File: src/design/bas_pkg.sv
// shared constants, types and table functions of the approximation search
package bas_pkg;

  // number of variables of the target function
  localparam int unsigned NUM_VARS = 6;

  // fixed field widths
  localparam int unsigned MAX_BITS  = 64;
  localparam int unsigned CAND_W    = 32;
  localparam int unsigned FV_W      = 3;
  localparam int unsigned CNT_W     = 7;

  // table sizes that follow from the variable count
  localparam int unsigned TBL_BITS  = 1 << NUM_VARS;
  localparam int unsigned CAND_BITS = TBL_BITS / 2;

  // popcount is split into groups of eight entries
  localparam int unsigned GRP_SIZE  = 8;
  localparam int unsigned NUM_GRP   = MAX_BITS / GRP_SIZE;
  localparam int unsigned GRP_CNT_W = 4;

  // masks of the entries that take part
  localparam logic [MAX_BITS-1:0] FULL_MASK = {MAX_BITS{1'b1}} >> (MAX_BITS - TBL_BITS);
  localparam logic [CAND_W-1:0]   CAND_MASK = {CAND_W{1'b1}} >> (CAND_W - CAND_BITS);

  // pipeline advance enables for the match unit
  typedef struct packed {
    logic en_s1;
    logic en_s2;
    logic en_s3;
  } bas_pipe_ctrl_t;

  // one candidate with its match count for every ignored variable
  typedef struct packed {
    logic [CAND_W-1:0]                 cand;
    logic                              restart;
    logic [NUM_VARS-1:0][CNT_W-1:0]    match_cnt;
  } bas_judge_t;

  // widen a candidate table so that variable var_idx is ignored
  function automatic logic [MAX_BITS-1:0] widen(input logic [CAND_W-1:0] cand,
                                                input int unsigned var_idx);
    int unsigned s;
    int unsigned low;
    int unsigned high;
    logic [4:0] idx;
    logic [MAX_BITS-1:0] res;
    s   = NUM_VARS - 1 - var_idx;
    res = '0;
    for (int unsigned i = 0; i < MAX_BITS; i++) begin
      low  = i & ((32'd1 << s) - 32'd1);
      high = i >> (s + 1);
      idx  = 5'((high << s) | low);
      res[i] = cand[idx];
    end
    return res;
  endfunction

  // number of ones in a group of eight entries
  function automatic logic [GRP_CNT_W-1:0] ones8(input logic [GRP_SIZE-1:0] b);
    logic [GRP_CNT_W-1:0] n;
    n = '0;
    for (int unsigned i = 0; i < GRP_SIZE; i++) begin
      n = n + GRP_CNT_W'(b[i]);
    end
    return n;
  endfunction

endpackage

File: src/design/bas_in_if.sv
// candidate item channel: valid, ready and payload
interface bas_in_if;
  logic                        valid;
  logic                        ready;
  logic [bas_pkg::CAND_W-1:0]  candidate_table;
  logic                        restart;

  modport source (output valid, output candidate_table, output restart, input ready);
  modport sink   (input valid, input candidate_table, input restart, output ready);
endinterface

File: src/design/bas_out_if.sv
// result item channel: valid, ready and payload
interface bas_out_if;
  logic                        valid;
  logic                        ready;
  logic [bas_pkg::CAND_W-1:0]  best_table;
  logic [bas_pkg::FV_W-1:0]    best_free_var;
  logic [bas_pkg::CNT_W-1:0]   best_matches;
  logic                        improved;

  modport source (output valid, output best_table, output best_free_var,
                  output best_matches, output improved, input ready);
  modport sink   (input valid, input best_table, input best_free_var,
                  input best_matches, input improved, output ready);
endinterface

File: src/design/boolean_approximation_search_core.sv
// top level of the boolean best-approximation search
//
// in_if carries a 32-bit candidate truth table of a 5-variable function and a
// restart flag. cfg_wr_en/cfg_wr_data write the 64-bit target table; write it
// only while no item is in flight. For every accepted candidate one result item
// appears on out_if: the best table so far, the variable it ignores, its match
// count against the target and whether this candidate improved it.
// Throughput is one item per cycle while the receiver does not stall, set by
// the four-stage pipeline: input register, group popcounts, match count sums,
// and the best-tracking result register whose feedback compare chain is the
// only loop.
// When the receiver stalls, the result register holds and each stage keeps
// its item; empty stages still fill, so up to three more items are accepted
// before in_if.ready drops.
// Synchronous reset clears the target, the kept best and all stage valids;
// the block accepts an item in the first cycle after reset.
module boolean_approximation_search_core (
  input  logic                          clk,
  input  logic                          rst_n,
  bas_in_if.sink                        in_if,
  bas_out_if.source                     out_if,
  input  logic                          cfg_wr_en,
  input  logic [bas_pkg::MAX_BITS-1:0]  cfg_wr_data
);

  logic [bas_pkg::MAX_BITS-1:0] target_r;
  logic v1_r, v2_r, v3_r, out_v_r;
  logic rdy1, rdy2, rdy3, rdy4;
  bas_pkg::bas_pipe_ctrl_t ctrl;
  logic en_out;
  bas_pkg::bas_judge_t judge;
  logic [bas_pkg::CAND_W-1:0] best_table;
  logic [bas_pkg::FV_W-1:0]   best_free_var;
  logic [bas_pkg::CNT_W-1:0]  best_matches;
  logic                       improved;

  // target register
  always_ff @(posedge clk) begin
    if (!rst_n) begin
      target_r <= '0;
    end else if (cfg_wr_en) begin
      target_r <= cfg_wr_data;
    end
  end

  // per-stage ready chain, bubbles collapse under a stall
  assign rdy4 = !out_v_r || out_if.ready;
  assign rdy3 = !v3_r || rdy4;
  assign rdy2 = !v2_r || rdy3;
  assign rdy1 = !v1_r || rdy2;

  assign ctrl.en_s1 = rdy1 && in_if.valid;
  assign ctrl.en_s2 = rdy2 && v1_r;
  assign ctrl.en_s3 = rdy3 && v2_r;
  assign en_out     = rdy4 && v3_r;

  // stage valids
  always_ff @(posedge clk) begin
    if (!rst_n) begin
      v1_r    <= 1'b0;
      v2_r    <= 1'b0;
      v3_r    <= 1'b0;
      out_v_r <= 1'b0;
    end else begin
      if (rdy1) begin
        v1_r <= in_if.valid;
      end
      if (rdy2) begin
        v2_r <= v1_r;
      end
      if (rdy3) begin
        v3_r <= v2_r;
      end
      if (rdy4) begin
        out_v_r <= v3_r;
      end
    end
  end

  // match counting pipeline
  bas_match_unit u_match (
    .clk        (clk),
    .ctrl       (ctrl),
    .cand_in    (in_if.candidate_table),
    .restart_in (in_if.restart),
    .target     (target_r),
    .judge      (judge)
  );

  // running best and result register
  bas_best_tracker u_best (
    .clk           (clk),
    .rst_n         (rst_n),
    .en            (en_out),
    .judge         (judge),
    .best_table    (best_table),
    .best_free_var (best_free_var),
    .best_matches  (best_matches),
    .improved      (improved)
  );

  // channel outputs
  assign in_if.ready          = rdy1;
  assign out_if.valid         = out_v_r;
  assign out_if.best_table    = best_table;
  assign out_if.best_free_var = best_free_var;
  assign out_if.best_matches  = best_matches;
  assign out_if.improved      = improved;

`ifndef SYNTHESIS
  // an improvement always leaves a non-zero count
  a_improved_nonzero: assert property (@(posedge clk) disable iff (!rst_n)
    out_v_r && improved |-> best_matches != '0)
    else $error("improved result with zero matches");

  // kept variable stays within the variable range
  a_free_var_range: assert property (@(posedge clk) disable iff (!rst_n)
    out_v_r |-> best_free_var < bas_pkg::FV_W'(bas_pkg::NUM_VARS))
    else $error("kept free variable out of range");

  // without restart the kept count never falls
  a_count_monotone: assert property (@(posedge clk) disable iff (!rst_n)
    en_out && !judge.restart |=> best_matches >= $past(best_matches))
    else $error("kept match count decreased without restart");

  // count never exceeds the table size
  a_count_bound: assert property (@(posedge clk) disable iff (!rst_n)
    best_matches <= bas_pkg::CNT_W'(bas_pkg::TBL_BITS))
    else $error("kept match count above table size");
`endif

endmodule

File: src/design/bas_match_unit.sv
// three-stage match counter: input register, group popcounts, match counts
module bas_match_unit (
  input  logic                          clk,
  input  bas_pkg::bas_pipe_ctrl_t       ctrl,
  input  logic [bas_pkg::CAND_W-1:0]    cand_in,
  input  logic                          restart_in,
  input  logic [bas_pkg::MAX_BITS-1:0]  target,
  output bas_pkg::bas_judge_t           judge
);

  // stage one: captured item
  logic [bas_pkg::CAND_W-1:0] cand_s1_r;
  logic                       restart_s1_r;

  // stage two: per-group mismatch counts
  logic [bas_pkg::CAND_W-1:0]    cand_s2_r;
  logic                          restart_s2_r;
  logic [bas_pkg::GRP_CNT_W-1:0] grp_cnt_r   [bas_pkg::NUM_VARS][bas_pkg::NUM_GRP];
  logic [bas_pkg::GRP_CNT_W-1:0] grp_cnt_nxt [bas_pkg::NUM_VARS][bas_pkg::NUM_GRP];

  // stage three: match counts
  bas_pkg::bas_judge_t judge_r;
  bas_pkg::bas_judge_t judge_nxt;

  // mismatch popcount per group of eight entries
  always_comb begin
    logic [bas_pkg::MAX_BITS-1:0] diff;
    for (int unsigned v = 0; v < bas_pkg::NUM_VARS; v++) begin
      diff = (bas_pkg::widen(cand_s1_r, v) ^ target) & bas_pkg::FULL_MASK;
      for (int unsigned g = 0; g < bas_pkg::NUM_GRP; g++) begin
        grp_cnt_nxt[v][g] = bas_pkg::ones8(diff[g*bas_pkg::GRP_SIZE +: bas_pkg::GRP_SIZE]);
      end
    end
  end

  // sum the groups and turn mismatches into matches
  always_comb begin
    logic [bas_pkg::CNT_W-1:0] miss;
    judge_nxt.cand    = cand_s2_r;
    judge_nxt.restart = restart_s2_r;
    for (int unsigned v = 0; v < bas_pkg::NUM_VARS; v++) begin
      miss = '0;
      for (int unsigned g = 0; g < bas_pkg::NUM_GRP; g++) begin
        miss = miss + bas_pkg::CNT_W'(grp_cnt_r[v][g]);
      end
      judge_nxt.match_cnt[v] = bas_pkg::CNT_W'(bas_pkg::TBL_BITS) - miss;
    end
  end

  // pipeline registers
  always_ff @(posedge clk) begin
    if (ctrl.en_s1) begin
      cand_s1_r    <= cand_in & bas_pkg::CAND_MASK;
      restart_s1_r <= restart_in;
    end
    if (ctrl.en_s2) begin
      cand_s2_r    <= cand_s1_r;
      restart_s2_r <= restart_s1_r;
      grp_cnt_r    <= grp_cnt_nxt;
    end
    if (ctrl.en_s3) begin
      judge_r <= judge_nxt;
    end
  end

  assign judge = judge_r;

endmodule

File: src/design/bas_best_tracker.sv
// running best: compares the six match counts against the kept best
module bas_best_tracker (
  input  logic                        clk,
  input  logic                        rst_n,
  input  logic                        en,
  input  bas_pkg::bas_judge_t         judge,
  output logic [bas_pkg::CAND_W-1:0]  best_table,
  output logic [bas_pkg::FV_W-1:0]    best_free_var,
  output logic [bas_pkg::CNT_W-1:0]   best_matches,
  output logic                        improved
);

  // kept best, also the result register
  logic [bas_pkg::CAND_W-1:0] kept_table_r,    kept_table_nxt;
  logic [bas_pkg::FV_W-1:0]   kept_free_var_r, kept_free_var_nxt;
  logic [bas_pkg::CNT_W-1:0]  kept_matches_r,  kept_matches_nxt;
  logic                       improved_r,      improved_nxt;

  // strictly greater count wins, lower variable first
  always_comb begin
    if (judge.restart) begin
      kept_table_nxt    = '0;
      kept_free_var_nxt = '0;
      kept_matches_nxt  = '0;
    end else begin
      kept_table_nxt    = kept_table_r;
      kept_free_var_nxt = kept_free_var_r;
      kept_matches_nxt  = kept_matches_r;
    end
    improved_nxt = 1'b0;
    for (int unsigned v = 0; v < bas_pkg::NUM_VARS; v++) begin
      if (judge.match_cnt[v] > kept_matches_nxt) begin
        kept_table_nxt    = judge.cand;
        kept_free_var_nxt = bas_pkg::FV_W'(v);
        kept_matches_nxt  = judge.match_cnt[v];
        improved_nxt      = 1'b1;
      end
    end
  end

  // update on each judged item
  always_ff @(posedge clk) begin
    if (!rst_n) begin
      kept_table_r    <= '0;
      kept_free_var_r <= '0;
      kept_matches_r  <= '0;
      improved_r      <= 1'b0;
    end else if (en) begin
      kept_table_r    <= kept_table_nxt;
      kept_free_var_r <= kept_free_var_nxt;
      kept_matches_r  <= kept_matches_nxt;
      improved_r      <= improved_nxt;
    end
  end

  assign best_table    = kept_table_r;
  assign best_free_var = kept_free_var_r;
  assign best_matches  = kept_matches_r;
  assign improved      = improved_r;

endmodule

File: src/flat_wrapper.sv
// flat-port wrapper written by rule: the top's interface ports become plain ports
module boolean_approximation_search_core_flat 
  (clk, rst_n, cfg_wr_en, cfg_wr_data, in_if_valid, in_if_candidate_table, in_if_restart, in_if_ready, out_if_valid, out_if_best_table, out_if_best_free_var, out_if_best_matches, out_if_improved, out_if_ready);
  bas_in_if in_if_i ();
  bas_out_if out_if_i ();
  input  logic clk;
  input  logic rst_n;
  input  logic cfg_wr_en;
  input  logic [bas_pkg::MAX_BITS-1:0] cfg_wr_data;
  input wire logic [$bits(in_if_i.valid)-1:0] in_if_valid;
  input wire logic [$bits(in_if_i.candidate_table)-1:0] in_if_candidate_table;
  input wire logic [$bits(in_if_i.restart)-1:0] in_if_restart;
  output wire logic [$bits(in_if_i.ready)-1:0] in_if_ready;
  output wire logic [$bits(out_if_i.valid)-1:0] out_if_valid;
  output wire logic [$bits(out_if_i.best_table)-1:0] out_if_best_table;
  output wire logic [$bits(out_if_i.best_free_var)-1:0] out_if_best_free_var;
  output wire logic [$bits(out_if_i.best_matches)-1:0] out_if_best_matches;
  output wire logic [$bits(out_if_i.improved)-1:0] out_if_improved;
  input wire logic [$bits(out_if_i.ready)-1:0] out_if_ready;
  assign in_if_i.valid = in_if_valid;
  assign in_if_i.candidate_table = in_if_candidate_table;
  assign in_if_i.restart = in_if_restart;
  assign in_if_ready = in_if_i.ready;
  assign out_if_valid = out_if_i.valid;
  assign out_if_best_table = out_if_i.best_table;
  assign out_if_best_free_var = out_if_i.best_free_var;
  assign out_if_best_matches = out_if_i.best_matches;
  assign out_if_improved = out_if_i.improved;
  assign out_if_i.ready = out_if_ready;
  boolean_approximation_search_core u_core (.clk(clk), .rst_n(rst_n), .in_if(in_if_i), .out_if(out_if_i), .cfg_wr_en(cfg_wr_en), .cfg_wr_data(cfg_wr_data));
endmodule
File: config.mk
export PLATFORM = sky130hd
export DESIGN_NAME = boolean_approximation_search_core_flat
export DESIGN_NICKNAME = d
export VERILOG_FILES = /design/src/design/bas_pkg.sv /design/src/design/bas_in_if.sv /design/src/design/bas_out_if.sv /design/src/design/boolean_approximation_search_core.sv /design/src/design/bas_match_unit.sv /design/src/design/bas_best_tracker.sv /design/src/flat_wrapper.sv
export SDC_FILE = /design/constraint.sdc
export NUM_CORES = 1
export LEC_CHECK = 0
export BUFFER_PORTS_ARGS = -buffer_cell sky130_fd_sc_hd__buf_2
export CELL_PAD_IN_SITES_DETAIL_PLACEMENT = 0
export CELL_PAD_IN_SITES_GLOBAL_PLACEMENT = 1
export CORE_MARGIN = 10
export CORE_UTILIZATION = 30
export DETAILED_ROUTE_END_ITERATION = 6
export GPL_TIMING_DRIVEN = 0
export PLACE_DENSITY = 0.61
export SLEW_MARGIN = 25
export SYNTH_ARGS = -nofsm -noshare
export SYNTH_HDL_FRONTEND = slang
export SYNTH_SLANG_ARGS = --single-unit
File: constraint.sdc
create_clock -name clk -period 24.5 [get_ports clk]
set_input_delay 2.45 -clock clk [delete_from_list [all_inputs] [get_ports clk]]
set_output_delay 2.45 -clock clk [all_outputs]
set_load 0.02 [all_outputs]
==> results.sh <==
export IMPL_grt_total_usage=0.144
export IMPL_arrival_ns=12.46
export IMPL_synth_seq_cells=412
export IMPL_drtIter0Drc=843
export IMPL_grt_ovfl_total=0
export IMPL_antenna_found_initial=2
export IMPL_worst_path_max_fanout=10
export IMPL_antenna_left=0
export IMPL_endpoint_kind="register"
export IMPL_post_route_min_period_ns=11.95
export IMPL_drc=0
export IMPL_finalHoldViolCount=0
export IMPL_die_w_um=326
export IMPL_post_cts_resized=0
export IMPL_max_cap_violations=0
export IMPL_io_pins=147
export IMPL_dp_final_hpwl_um=63700
export IMPL_drt_met1_wl_um=35000
export IMPL_vias=16700
export IMPL_insertion_delay_ns=0.62
export IMPL_r2r_slack_ns=12.55
export IMPL_cts_hold_buf=0
export IMPL_cts_root_buf="clkbuf_16"
export IMPL_area_growth_pct=15.2
export IMPL_syn_nets=2948
export IMPL_cpMostUsedCell="a21oi_1"
export IMPL_reg2reg_depth=45
export IMPL_worst_pin_slew_ns=1.16
export IMPL_yosysSeqAreaShare=0.401
export IMPL_highest_layer="met5"
export IMPL_synthFlopType="edfxtp_1"
export IMPL_die_y_um=326
export IMPL_met3_length_um=4310
export IMPL_synth_edff_count=301
export IMPL_gp_congestion=0.855
export IMPL_fmax_mhz=83.7
export IMPL_max_stage_delay_ns=0.56
export IMPL_outcome="complete, no violations"
export IMPL_grt_pass1_wl_um=115000
export IMPL_critPathLaunchType="register"
export IMPL_grt_start_max_net_pins=29
export IMPL_ys_warn_count=0
export IMPL_diodes=0
export IMPL_final_cells=3826
export IMPL_wl_met2_um=35100
export IMPL_die_area_mm2=0.106
export IMPL_wl_per_cell_um=20.0
export IMPL_syn_mean_instance_area_um2=12.1
export IMPL_min_path_cells=0
export IMPL_core_area_mm2=0.0930
export IMPL_cts_buffer_depth=3
export IMPL_first_global_vias=18200
export IMPL_worstSetupPathType="reg2reg"
export IMPL_slew_headroom=0.224
export IMPL_start_util=0.302
export IMPL_viasPerCell=4.36
export IMPL_skew_ns=0.0325
export IMPL_syn_area_mm2=0.0281
export IMPL_synthCells=2325
export IMPL_place_ws_ns=12.56
export IMPL_synthArstFlopShare=0
export IMPL_routed_wl_um=76600
export IMPL_rsz0062_at_grt="no"
export IMPL_cts_buffers=47
export IMPL_fillCellCount=9286
export IMPL_setup_viol=0
export IMPL_htreeDepth=2
export IMPL_num_nets_final=3156
export IMPL_stdcell_area_mm2=0.0323
export IMPL_drive_gt1_frac=0.117
export IMPL_tritoncts="built"
export IMPL_yosysUniqueCellTypes=55
export IMPL_rows=112
export IMPL_setup_ws_ns=12.55
export IMPL_dr_pass1_iters=5
export IMPL_placed_cell_area_mm2=0.0308
export IMPL_fin_crit_sh=0.488
export IMPL_clock_sinks=412
export IMPL_critPathRequiredTime_ns=25.00
export IMPL_drv_slew=0
export IMPL_hold_class="reg2reg"
export IMPL_dp_cells=3738
export IMPL_io_buffers=144
export IMPL_post_cts_setup_buffers=0
export IMPL_cpMaxStageDelayCell="nor2_1"
export IMPL_clkTransAtPathRegs_ns=0.06
worst max-delay path: cells and delay by family (launching register included):
| family | cells | cell delay [ns] |
|---|---|---|
| DFF | 1 | 0.50 |
| muxes | 3 | 1.05 |
| and+or+nand+nor | 13 | 2.95 |
| buffers and inverters | 5 | 1.00 |
| AOI/OAI and AO/OA | 18 | 4.39 |
| adders and majority gates | 6 | 1.96 |
state kept, by name, summed over array words and instances, names as in the netlist:
name and cells:
u_core.u_best.improved 1, u_core.u_match.restart_s2_r 1, u_core.u_best.best_matches 7, u_core.u_match.judge 75
u_core.u_match.grp_cnt_r 160, u_core.v1_r 1, u_core.out_if.valid 1, u_core.u_match.restart_s1_r 1
u_core.u_match.cand_s2_r 32, u_core.v3_r 1, u_core.u_best.best_free_var 3, u_core.u_best.best_table 32
u_core.v2_r 1, u_core.u_match.cand_s1_r 32, u_core.target_r 64
path summary, 6_finish.rpt:
check,from,to
min,u_core.u_match.cand_s2_r[20],u_core.u_match.judge[63]
min reg2reg,u_core.u_match.cand_s2_r[20],u_core.u_match.judge[63]
max reg2reg,u_core.u_match.judge[42],u_core.u_best.best_table[1]
max,u_core.u_match.judge[42],u_core.u_best.best_table[1]
routing by layer:
| metal | up-vias | track usage |
|---|---|---|
| met5 | - | 0 |
| met2 | 358 | 0.229 |
| met3 | 100 | 0.0332 |
| li1 | 7806 | - |
| met1 | 8422 | 0.192 |
| met4 | 4 | 0.0430 |
cell type report:
type	instances	area, µm²	area share
Multi-Input combinational cell	1315	14500	0.450
Sequential cell	412	11300	0.348
Inverter	499	1870	0.0579
Tap cell	1254	1570	0.0485
Clock buffer	60	1240	0.0385
Timing Repair Buffer	159	1130	0.0348
Buffer	99	432	0.0133
Clock inverter	28	292	0.00901
cells in the final DEF (no fill, tap or decap), types with 13 or more instances in the layout:
cell       count
mux2i_1       76
nand2_1       79
a21oi_1       73
ha_1         234
nor2b_1       44
buf_16        14
inv_1        498
o22ai_2       30
xnor2_1      112
buf_2        145
clkbuf_1      86
a21o_1        13
dfxtp_1      111
edfxtp_1     301
nor2_1        87
clkbuf_16     47
fa_1         287
xor2_1       170
through the flow:
step | utilization | TNS, ns | hold WS (ns)
floorplan | - | 0 | 0.400
CTS | 0.348 | 0 | 0.419
finish | 0.348 | 0 | 0.418
global route | 0.348 | 0 | 0.425
global placement | 0.326 | -71.44 | 0.401
detailed placement | 0.331 | 0 | 0.406
cell families (layout without fill, tap and decap cells):
kind of cell	count (synthesis)	after routing	share of synthesized area
compound gates	174	174	0.0470
xor+xnor	282	282	0.0880
fa+ha+maj	521	521	0.309
buf+inv	598	845	0.0819
flops	412	412	0.401
mux	85	85	0.0307
simple gates	253	253	0.0424
cell usage after synthesis, types with 30 or more instances:
cell type	number	area share
fa_1	287	0.20
dfxtp_1	111	0.079
xnor2_1	112	0.035
clkbuf_1	80	0.011
o22ai_2	30	0.013
inv_1	498	0.067
a21oi_1	73	0.013
nand2_1	79	0.011
nor2b_1	45	0.010
mux2i_1	76	0.027
ha_1	234	0.10
edfxtp_1	301	0.32
nor2_1	87	0.012
xor2_1	170	0.053
Power is not shown: default switching activity piles up to over one toggle a cycle in this logic, so the estimate is an artifact.
